==> src/sv/flush_when_full_page_tracker_top_defines.svh <==
// assertion helpers shared by the page tracker rtl
`ifndef FLUSH_WHEN_FULL_PAGE_TRACKER_TOP_DEFINES_SVH
`define FLUSH_WHEN_FULL_PAGE_TRACKER_TOP_DEFINES_SVH

`ifndef ASSERT_OFF
`define FWFPT_ASSERT_CLK(label, clk_sig, rst_sig, prop, msg) \
  label: assert property (@(posedge clk_sig) disable iff (rst_sig) prop) else $error(msg);
`define FWFPT_ASSERT(label, prop, msg) \
  `FWFPT_ASSERT_CLK(label, clk, rst, prop, msg)
`else
`define FWFPT_ASSERT_CLK(label, clk_sig, rst_sig, prop, msg)
`define FWFPT_ASSERT(label, prop, msg)
`endif

`endif

==> src/sv/fwfpt_pkg.sv <==
package fwfpt_pkg;

  localparam int PAGE_W         = 20;
  localparam int LIMIT_W        = 7;
  localparam int CFG_DATA_W     = 8;
  localparam int COUNT_W        = 32;
  localparam int FRAMES_OUT_W   = 7;
  localparam int IN_DATA_W      = 24;
  localparam int IN_USER_W      = 2;
  localparam int OUT_FIELDS_W   = 2 + FRAMES_OUT_W + 4 * COUNT_W;
  localparam int OUT_DATA_W     = ((OUT_FIELDS_W + 7) / 8) * 8;
  localparam int DEF_MAX_FRAMES = 64;
  localparam int DEF_PAGE_BITS  = 20;

  localparam logic [LIMIT_W-1:0] LIMIT_RESET = 7'd64;
  localparam logic [COUNT_W-1:0] COUNT_MAX   = '1;

  // controller to datapath
  typedef struct packed {
    logic load;
    logic scan;
    logic commit;
  } cmd_t;

  // datapath to controller
  typedef struct packed {
    logic scan_done;
    logic out_free;
  } status_t;

  function automatic logic [COUNT_W-1:0] sat_inc(input logic [COUNT_W-1:0] v);
    sat_inc = (v == COUNT_MAX) ? v : v + 1'b1;
  endfunction

endpackage

==> src/sv/fwfpt_ctrl.sv <==
module fwfpt_ctrl (
  input  logic              clk,
  input  logic              rst,
  input  logic              in_valid,
  output logic              in_ready,
  input  fwfpt_pkg::status_t st,
  output fwfpt_pkg::cmd_t    cmd
);
  import fwfpt_pkg::*;

  typedef enum logic {
    IDLE,
    SCAN
  } state_t;

  state_t state;

  always_comb begin
    cmd.load   = in_valid && in_ready;
    cmd.scan   = (state == SCAN);
    cmd.commit = (state == SCAN) && st.scan_done && st.out_free;
  end

  always_ff @(posedge clk) begin
    if (rst) begin
      state    <= IDLE;
      in_ready <= 1'b1;
    end else begin
      unique case (state)
        IDLE: begin
          if (cmd.load) begin
            state    <= SCAN;
            in_ready <= 1'b0;
          end
        end
        SCAN: begin
          if (cmd.commit) begin
            state    <= IDLE;
            in_ready <= 1'b1;
          end
        end
        default: begin
          state    <= IDLE;
          in_ready <= 1'b1;
        end
      endcase
    end
  end

endmodule

==> src/sv/fwfpt_datapath.sv <==
`include "flush_when_full_page_tracker_top_defines.svh"

module fwfpt_datapath #(
  parameter int MAX_FRAMES = fwfpt_pkg::DEF_MAX_FRAMES,
  parameter int PAGE_BITS  = fwfpt_pkg::DEF_PAGE_BITS
) (
  input  logic                              clk,
  input  logic                              rst,
  input  logic                              cfg_valid,
  input  logic [fwfpt_pkg::CFG_DATA_W-1:0]  cfg_data,
  input  logic [fwfpt_pkg::PAGE_W-1:0]      in_page,
  input  logic                              in_is_write,
  input  logic                              in_proc,
  input  fwfpt_pkg::cmd_t                   cmd,
  output fwfpt_pkg::status_t                st,
  input  logic                              out_ready,
  output logic                              out_valid,
  output logic [fwfpt_pkg::OUT_DATA_W-1:0]  out_data
);
  import fwfpt_pkg::*;

  localparam int KEY_W  = (PAGE_BITS < PAGE_W) ? PAGE_BITS : PAGE_W;
  localparam int SLOT_W = (MAX_FRAMES > 1) ? $clog2(MAX_FRAMES) : 1;
  localparam int CNT_W  = $clog2(MAX_FRAMES + 1);
  localparam int CMP_W  = (CNT_W > LIMIT_W) ? CNT_W : LIMIT_W;
  localparam int DEPTH  = 2 << SLOT_W;
  localparam logic [CMP_W-1:0] MAX_CMP = CMP_W'(MAX_FRAMES);

  logic [LIMIT_W-1:0] frame_limit;
  logic [KEY_W-1:0]   key_q;
  logic               wr_q;
  logic               proc_q;
  logic [CNT_W-1:0]   scan_idx;
  logic               cmp_valid;
  logic               hit_flag;
  logic [KEY_W-1:0]   rdata;
  logic [KEY_W-1:0]   mem [DEPTH];
  logic [CNT_W-1:0]   frames_used [2];
  logic [COUNT_W-1:0] read_total;
  logic [COUNT_W-1:0] write_total;
  logic [COUNT_W-1:0] fault_totals [2];

  logic [CNT_W-1:0]   used_sel;
  logic               issue_done;
  logic               issue;
  logic [SLOT_W:0]    raddr;
  logic [SLOT_W:0]    waddr;
  logic [CMP_W-1:0]   limit_ext;
  logic [CMP_W-1:0]   limit_sat;
  logic               full;
  logic [CNT_W-1:0]   base_used;
  logic [CNT_W-1:0]   used_new;
  logic [CNT_W-1:0]   used_out;
  logic               miss_commit;
  logic [COUNT_W-1:0] read_total_next;
  logic [COUNT_W-1:0] write_total_next;
  logic [COUNT_W-1:0] fault0_next;
  logic [COUNT_W-1:0] fault1_next;

  // slots of a process fill from the bottom, so the fill count marks the valid ones
  assign used_sel   = frames_used[proc_q];
  assign issue_done = (scan_idx == used_sel);
  assign issue      = cmd.scan && !issue_done;
  assign raddr      = {proc_q, scan_idx[SLOT_W-1:0]};

  assign limit_ext = CMP_W'(frame_limit);
  assign limit_sat = (limit_ext > MAX_CMP) ? MAX_CMP : limit_ext;
  assign full      = (CMP_W'(used_sel) >= limit_sat);
  assign base_used = full ? '0 : used_sel;
  assign used_new  = base_used + 1'b1;
  assign used_out  = hit_flag ? used_sel : used_new;
  assign waddr     = {proc_q, base_used[SLOT_W-1:0]};

  assign miss_commit = cmd.commit && !hit_flag;

  assign read_total_next  = wr_q ? read_total : sat_inc(read_total);
  assign write_total_next = wr_q ? sat_inc(write_total) : write_total;
  assign fault0_next = (miss_commit && !proc_q) ? sat_inc(fault_totals[0]) : fault_totals[0];
  assign fault1_next = (miss_commit && proc_q) ? sat_inc(fault_totals[1]) : fault_totals[1];

  assign st.scan_done = hit_flag || (issue_done && !cmp_valid);
  assign st.out_free  = !out_valid || out_ready;

  always_ff @(posedge clk) begin
    if (miss_commit) begin
      mem[waddr] <= key_q;
    end
    if (issue) begin
      rdata <= mem[raddr];
    end
  end

  always_ff @(posedge clk) begin
    if (cmd.load) begin
      key_q  <= in_page[KEY_W-1:0];
      wr_q   <= in_is_write;
      proc_q <= in_proc;
    end
    if (cmd.commit) begin
      out_data <= OUT_DATA_W'({fault1_next, fault0_next, write_total_next,
                               read_total_next, FRAMES_OUT_W'(used_out),
                               !hit_flag && full, hit_flag});
    end
  end

  always_ff @(posedge clk) begin
    if (rst) begin
      frame_limit     <= LIMIT_RESET;
      scan_idx        <= '0;
      cmp_valid       <= 1'b0;
      hit_flag        <= 1'b0;
      frames_used[0]  <= '0;
      frames_used[1]  <= '0;
      read_total      <= '0;
      write_total     <= '0;
      fault_totals[0] <= '0;
      fault_totals[1] <= '0;
      out_valid       <= 1'b0;
    end else begin
      if (cfg_valid) begin
        frame_limit <= cfg_data[LIMIT_W-1:0];
      end
      if (cmd.load) begin
        scan_idx  <= '0;
        cmp_valid <= 1'b0;
        hit_flag  <= 1'b0;
      end else begin
        if (issue) begin
          scan_idx <= scan_idx + 1'b1;
        end
        cmp_valid <= issue;
        if (cmp_valid && (rdata == key_q)) begin
          hit_flag <= 1'b1;
        end
      end
      if (cmd.commit) begin
        read_total      <= read_total_next;
        write_total     <= write_total_next;
        fault_totals[0] <= fault0_next;
        fault_totals[1] <= fault1_next;
        if (!hit_flag) begin
          frames_used[proc_q] <= used_new;
        end
        out_valid <= 1'b1;
      end else if (out_ready) begin
        out_valid <= 1'b0;
      end
    end
  end

  `FWFPT_ASSERT(a_used_bounded, (CMP_W'(frames_used[0]) <= MAX_CMP) && (CMP_W'(frames_used[1]) <= MAX_CMP), "frame count above limit")
  `FWFPT_ASSERT(a_no_overwrite, cmd.commit |-> (!out_valid || out_ready), "result overwritten before taken")
  `FWFPT_ASSERT(a_miss_holds_page, miss_commit |=> (used_sel != '0), "miss left process empty")
  `FWFPT_ASSERT(a_scan_in_range, cmd.scan |-> (scan_idx <= used_sel), "scan ran past filled slots")

endmodule

==> src/sv/flush_when_full_page_tracker_top.sv <==
// flush-when-full page tracker for two processes. each input item is one memory
// reference; exactly one result item comes back for it, in order. a hit leaves the
// resident set alone; a miss counts a fault and, if the process already holds
// frame_limit pages (saturated at MAX_FRAMES, zero acting as one), drops all of its
// pages before the new page goes in. the resident pages of the process sit in a
// single-port memory that is scanned one slot per cycle with a registered read, and a
// hit ends the scan early. a previous result still waiting for m_axis_tready holds
// up the result of the current item, and with it the next acceptance. a finished
// result waits in an output register, so the next item is accepted while it is held.
// the user must write frame_limit through the cfg channel only while no item is in
// flight; the block itself does not enforce it.
module flush_when_full_page_tracker_top #(
  parameter int MAX_FRAMES = fwfpt_pkg::DEF_MAX_FRAMES,
  parameter int PAGE_BITS  = fwfpt_pkg::DEF_PAGE_BITS
) (
  input  logic                             clk,
  input  logic                             rst,
  // configuration: frame_limit in bits 6:0
  input  logic                             cfg_valid,
  output logic                             cfg_ready,
  input  logic [fwfpt_pkg::CFG_DATA_W-1:0] cfg_data,
  // reference items
  input  logic                             s_axis_tvalid,
  output logic                             s_axis_tready,
  input  logic [fwfpt_pkg::IN_DATA_W-1:0]  s_axis_tdata,  // page[19:0], zero pad
  input  logic [fwfpt_pkg::IN_USER_W-1:0]  s_axis_tuser,  // is_write[0], process[1]
  // result items
  output logic                             m_axis_tvalid,
  input  logic                             m_axis_tready,
  // hit[0], flushed[1], frames_in_use[8:2], reads_seen[40:9], writes_seen[72:41],
  // faults_first[104:73], faults_second[136:105], zero pad
  output logic [fwfpt_pkg::OUT_DATA_W-1:0] m_axis_tdata
);
  import fwfpt_pkg::*;

  cmd_t    cmd;
  status_t st;

  // the limit register takes a write in any cycle
  assign cfg_ready = 1'b1;

  // sequencing: idle, then scan until a match or the end of the filled slots and a free result register
  fwfpt_ctrl u_ctrl (
    .clk      (clk),
    .rst      (rst),
    .in_valid (s_axis_tvalid),
    .in_ready (s_axis_tready),
    .st       (st),
    .cmd      (cmd)
  );

  // page memory, fill counts, counters and the result register
  fwfpt_datapath #(
    .MAX_FRAMES (MAX_FRAMES),
    .PAGE_BITS  (PAGE_BITS)
  ) u_datapath (
    .clk         (clk),
    .rst         (rst),
    .cfg_valid   (cfg_valid),
    .cfg_data    (cfg_data),
    .in_page     (s_axis_tdata[PAGE_W-1:0]),
    .in_is_write (s_axis_tuser[0]),
    .in_proc     (s_axis_tuser[1]),
    .cmd         (cmd),
    .st          (st),
    .out_ready   (m_axis_tready),
    .out_valid   (m_axis_tvalid),
    .out_data    (m_axis_tdata)
  );

endmodule
==> config.mk <==
export PLATFORM = sky130hd
export DESIGN_NAME = flush_when_full_page_tracker_top
export DESIGN_NICKNAME = d
export VERILOG_FILES = /design/src/sv/fwfpt_pkg.sv /design/src/sv/fwfpt_ctrl.sv /design/src/sv/fwfpt_datapath.sv /design/src/sv/flush_when_full_page_tracker_top.sv
export VERILOG_INCLUDE_DIRS = /design/src /design/src/sv
export SDC_FILE = /design/constraint.sdc
export NUM_CORES = 2
export LEC_CHECK = 0
export BUFFER_PORTS_ARGS = -buffer_cell sky130_fd_sc_hd__buf_2
export CORE_MARGIN = 8
export CORE_UTILIZATION = 47
export CTS_CLUSTER_DIAMETER = 50
export CTS_CLUSTER_SIZE = 28
export DETAILED_ROUTE_END_ITERATION = 7
export PLACE_DENSITY_LB_ADDON = 0.12
export SLEW_MARGIN = 30
export SYNTH_ARGS = -nofsm -noshare
export SYNTH_HDL_FRONTEND = slang
export SYNTH_HIERARCHICAL = 1
export SYNTH_SLANG_ARGS = --single-unit
==> constraint.sdc <==
create_clock -name clk -period 19.7 [get_ports clk]
set_input_delay 2.955 -clock clk [delete_from_list [all_inputs] [get_ports clk]]
set_output_delay 2.955 -clock clk [all_outputs]
set_load 0.02 [all_outputs]
==> results by group <==
Global routing
  – Antenna violations before repair: 18
  – GRT overflow: 0
  – First-pass GRT wire length: around 430,000 µm
  – M2 GR Usage: 36.1%
  – Global Route Usage Sum: 23.0%
  – Vias in the first global route: between 50,000 and 60,000
  – Layer with the highest usage: met2
  – Met3 layer usage reported by global route: approximately 4.3%
  – Largest net degree at the start of global routing: 130
  – M1 GR Usage: between 30% and 40%

Logic synthesis
  – Mean Syn Cell Area: 20.1 µm²
  – Top-area cell type share of the netlist area: 74.8%
  – EDFF count, synth: 2,817
  – Cells after Synth: 5,613
  – Post-synth ARST share: 0%
  – Unique masters post-synth: 76
  – Synth area leaders: edfxtp_1 (75%), mux4_2 (12%), mux2i_1 (2.0%)
  – Seq/Total Area, Yosys: 76.3%
  – Synth Register Bits: between 2,000 and 3,000
  – Synth warnings: 6
  – Post-synth top area cell: edfxtp_1
  – Synthesized area: around 0.11 mm²
  – Synth Flop Type: edfxtp_1

Clocking
  – CTS root buffer: clkbuf_16
  – Clk_lat worst skew: 0.94 ns
  – Number of H-tree levels: 5
  – Clock slew at reported path FFs: 0.07 ns
  – Clock buffer depth: 4
  – Total CTS buffers: 302
  – CTS resizes: 0
  – Clock tree from TritonCTS: done
  – Hold Buf Count CTS: 0
  – CTS Sinks: 2,901
  – Setup bufs post-CTS: 0

Routing
  – Drt drc: 0
  – Pre-antenna DRT Iters: 6
  – Final WL: roughly 300,000 µm
  – Vias per cell: approximately 6
  – WL/cell: between 30 and 40 µm
  – Via count: between 50,000 and 60,000
  – DR iter-0 viols: a little over 6,000
  – Remaining antenna violation count after routing: 0

Timing
  – RSZ-0062 raised after global routing: no
  – Final setup TNS: 0 ns
  – Worst slew pin tran: ~1.1 ns
  – Worst setup margin: about 13 ns
  – Hold Violations, Final: 0
  – Clock Skews: approximately 0.068 ns
  – Clock period minus worst slack: about 6.7 ns
  – Rel. slew slack: 23.8%
  – Max Clock Freq: ~0.15 GHz
  – Max-slew violations: 0
  – Hold slack: 0.493 ns
  – Setup violators final: 0
  – Crit share post-route: around a third

Setup path
  – CP Max Fanout: 33
  – CP endpoint kind: flip-flop
  – Critical path's slowest cell: nor2_2
  – Slowest Stage Delay on Critical Path: between 0.6 and 0.7 ns
  – Req. time, crit path: between 20 and 25 ns
  – Worst Path Arrival: roughly 7.3 ns
  – Critical path buffer and inverter count: 3
  – Crit-path cells: mux2i_2 -> xnor2_1 -> nor4_1 -> nand2_1 -> o21bai_1 -> and3_4 -> inv_1 -> nor2_1 -> nand2_1 -> or3_1 -> buf_4 -> nor2_2 -> buf_4
  – CP delay by family, top: simple AND/OR/NAND/NOR gates
  – Crit path kind: flip-flop to flip-flop
  – Setup crit start kind: flip-flop

Layout
  – Finished Core Util: a little over half
  – Area growth syn-to-layout: 14.5%
  – Layout cell share with drive strength beyond 1: ~27%
  – Fin area: approximately 0.13 mm²
  – Finished Layout Cells: 9,470
  – Fill cells: roughly 19,000
  – Nets: between 6,000 and 7,000

Floorplan
  – Initial core utilization: a little under half
  – Die W: slightly above 500 µm
  – # rows: 180
  – Total core area: about 0.24 mm²
  – Die area: ~0.26 mm²
  – Die height: 506 µm
  – Ports: about 190

Status
  – Status: finished, final reports clean

Worst hold path
  – Worst hold path type: flip-flop to flip-flop

Placement
  – Routability Congestion: roughly 0.85
  – Dpl hpwl: 179,000 µm
  – Placed Area: 0.119 mm²
  – # port buffers: roughly 170
  – Placed cells: 8,926
  – Placement Setup Slack: about 12 ns

Power and ir drop
  – Final Power: between 10 and 15 mW
  – Pwr dens: approximately 100 mW/mm²
  – VDD IR max: 70.2 µV
  – Pleak: 40.3 nW

Run
  – Max-cap violations: 0
[routing by layer]
metal  vias to the layer above  wire length, µm
met5                         -               33
met3                       460            23800
met2                      2269           140000
met4                         6             9760
met1                     30919           127000
li1                      23972                -
[cell type report]
class / instances / area, µm² / share of cell area, %
repair buffers: 426 / 2980 / 2.30
multi-input cells: 2401 / 25900 / 20.0
inverters: 17 / 71.3 / 0.0551
clock inverters: 207 / 2390 / 1.85
clock buffers: 325 / 7800 / 6.03
diodes: 8 / 20.0 / 0.0155
well taps: 3185 / 3990 / 3.08
flip-flops and latches: 2901 / 86300 / 66.7
[cell usage after synthesis, types with 58 or more instances]
| master | n |
|---|---|
| nand2_1 | 216 |
| mux4_2 | 609 |
| a21oi_1 | 78 |
| xnor2_1 | 115 |
| buf_2 | 97 |
| nor2b_1 | 77 |
| nand3_1 | 71 |
| nand4_1 | 63 |
| edfxtp_1 | 2817 |
| mux2i_1 | 228 |
| clkbuf_1 | 143 |
| nor2_1 | 271 |
| a22oi_1 | 58 |
| o21ai_0 | 71 |
| xor2_1 | 87 |
| dfxtp_1 | 84 |
[registers in the layout (all words and copies together) (netlist names), 7 cells and up, named ones only]
signal	cells
u_datapath/write_total	32
u_datapath/read_total	32
u_datapath/frames_used	14
u_datapath/fault_totals	64
u_datapath/key_q	20
u_datapath/frame_limit	7
u_datapath/mem	2560
u_datapath/rdata	20
u_datapath/scan_idx	7
u_datapath/out_data	137
[worst reg2reg max path, stage by stage (launching register included)]
cell and delay [ns]:
dfxtp_1 0.67, mux2i_2 0.62, xnor2_1 0.15, nor4_1 0.65, nand2_1 0.11, o21bai_1 0.40
and3_4 0.60, inv_1 0.28, nor2_1 0.61, nand2_1 0.20, or3_1 0.68, buf_4 0.40
nor2_2 0.71, buf_4 0.36
[worst paths after layout]
kind                                               start                       end  slack, ns  cells past startpoint
worst max-delay path                           flip-flop    u_datapath/mem[29][16]      12.98                     13
worst min-delay path            u_datapath/read_total[1]  u_datapath/read_total[1]       0.49                      2
worst max register to register                 flip-flop    u_datapath/mem[29][16]      12.98                     13
worst min register to register  u_datapath/read_total[1]  u_datapath/read_total[1]       0.49                      2
[where the power goes]
group,total (mW),leakage [nW],switching [mW],internal [mW]
combinational,0.517,9.31,0.345,0.171
clock,5.84,4.94,2.56,3.28
sequential,6.82,26.0,0.0195,6.80
total,13.2,40.3,2.92,10.3
[cell usage in the layout, fill, tap and decap left out, types with 19 or more instances in the layout]
cell        count
buf_2         173
nor2_1        157
and3_1         40
nor2b_1        67
xor2_1         87
inv_6          52
edfxtp_1     2817
clkinvlp_4     23
inv_8          33
a211oi_1       21
nand2_1       214
a22o_1         19
nor4_1         26
or3_1          22
o21ai_0        66
nor2_2         99
xnor2_1       115
a21oi_1        77
mux2i_1       228
a22oi_1        58
clkinv_8       22
nand3_1        70
bufinv_16      23
nor3_1         39
clkinv_2       19
mux4_2        609
o22ai_1        49
buf_4         231
nand4_1        63
dfxtp_1        78
clkbuf_16     309
a32oi_1        19
[cell families after synthesis]
kind of cell	share of synthesized area, %
and+or+nand+nor	4.01
buffers and inverters	1.28
adders and majority gates	0.133
DFF	76.3
muxes	14.2
AOI/OAI and AO/OA	2.46
xor gates and xnor gates	1.56
other	0.00664
(Power assumes the default switching activity.)
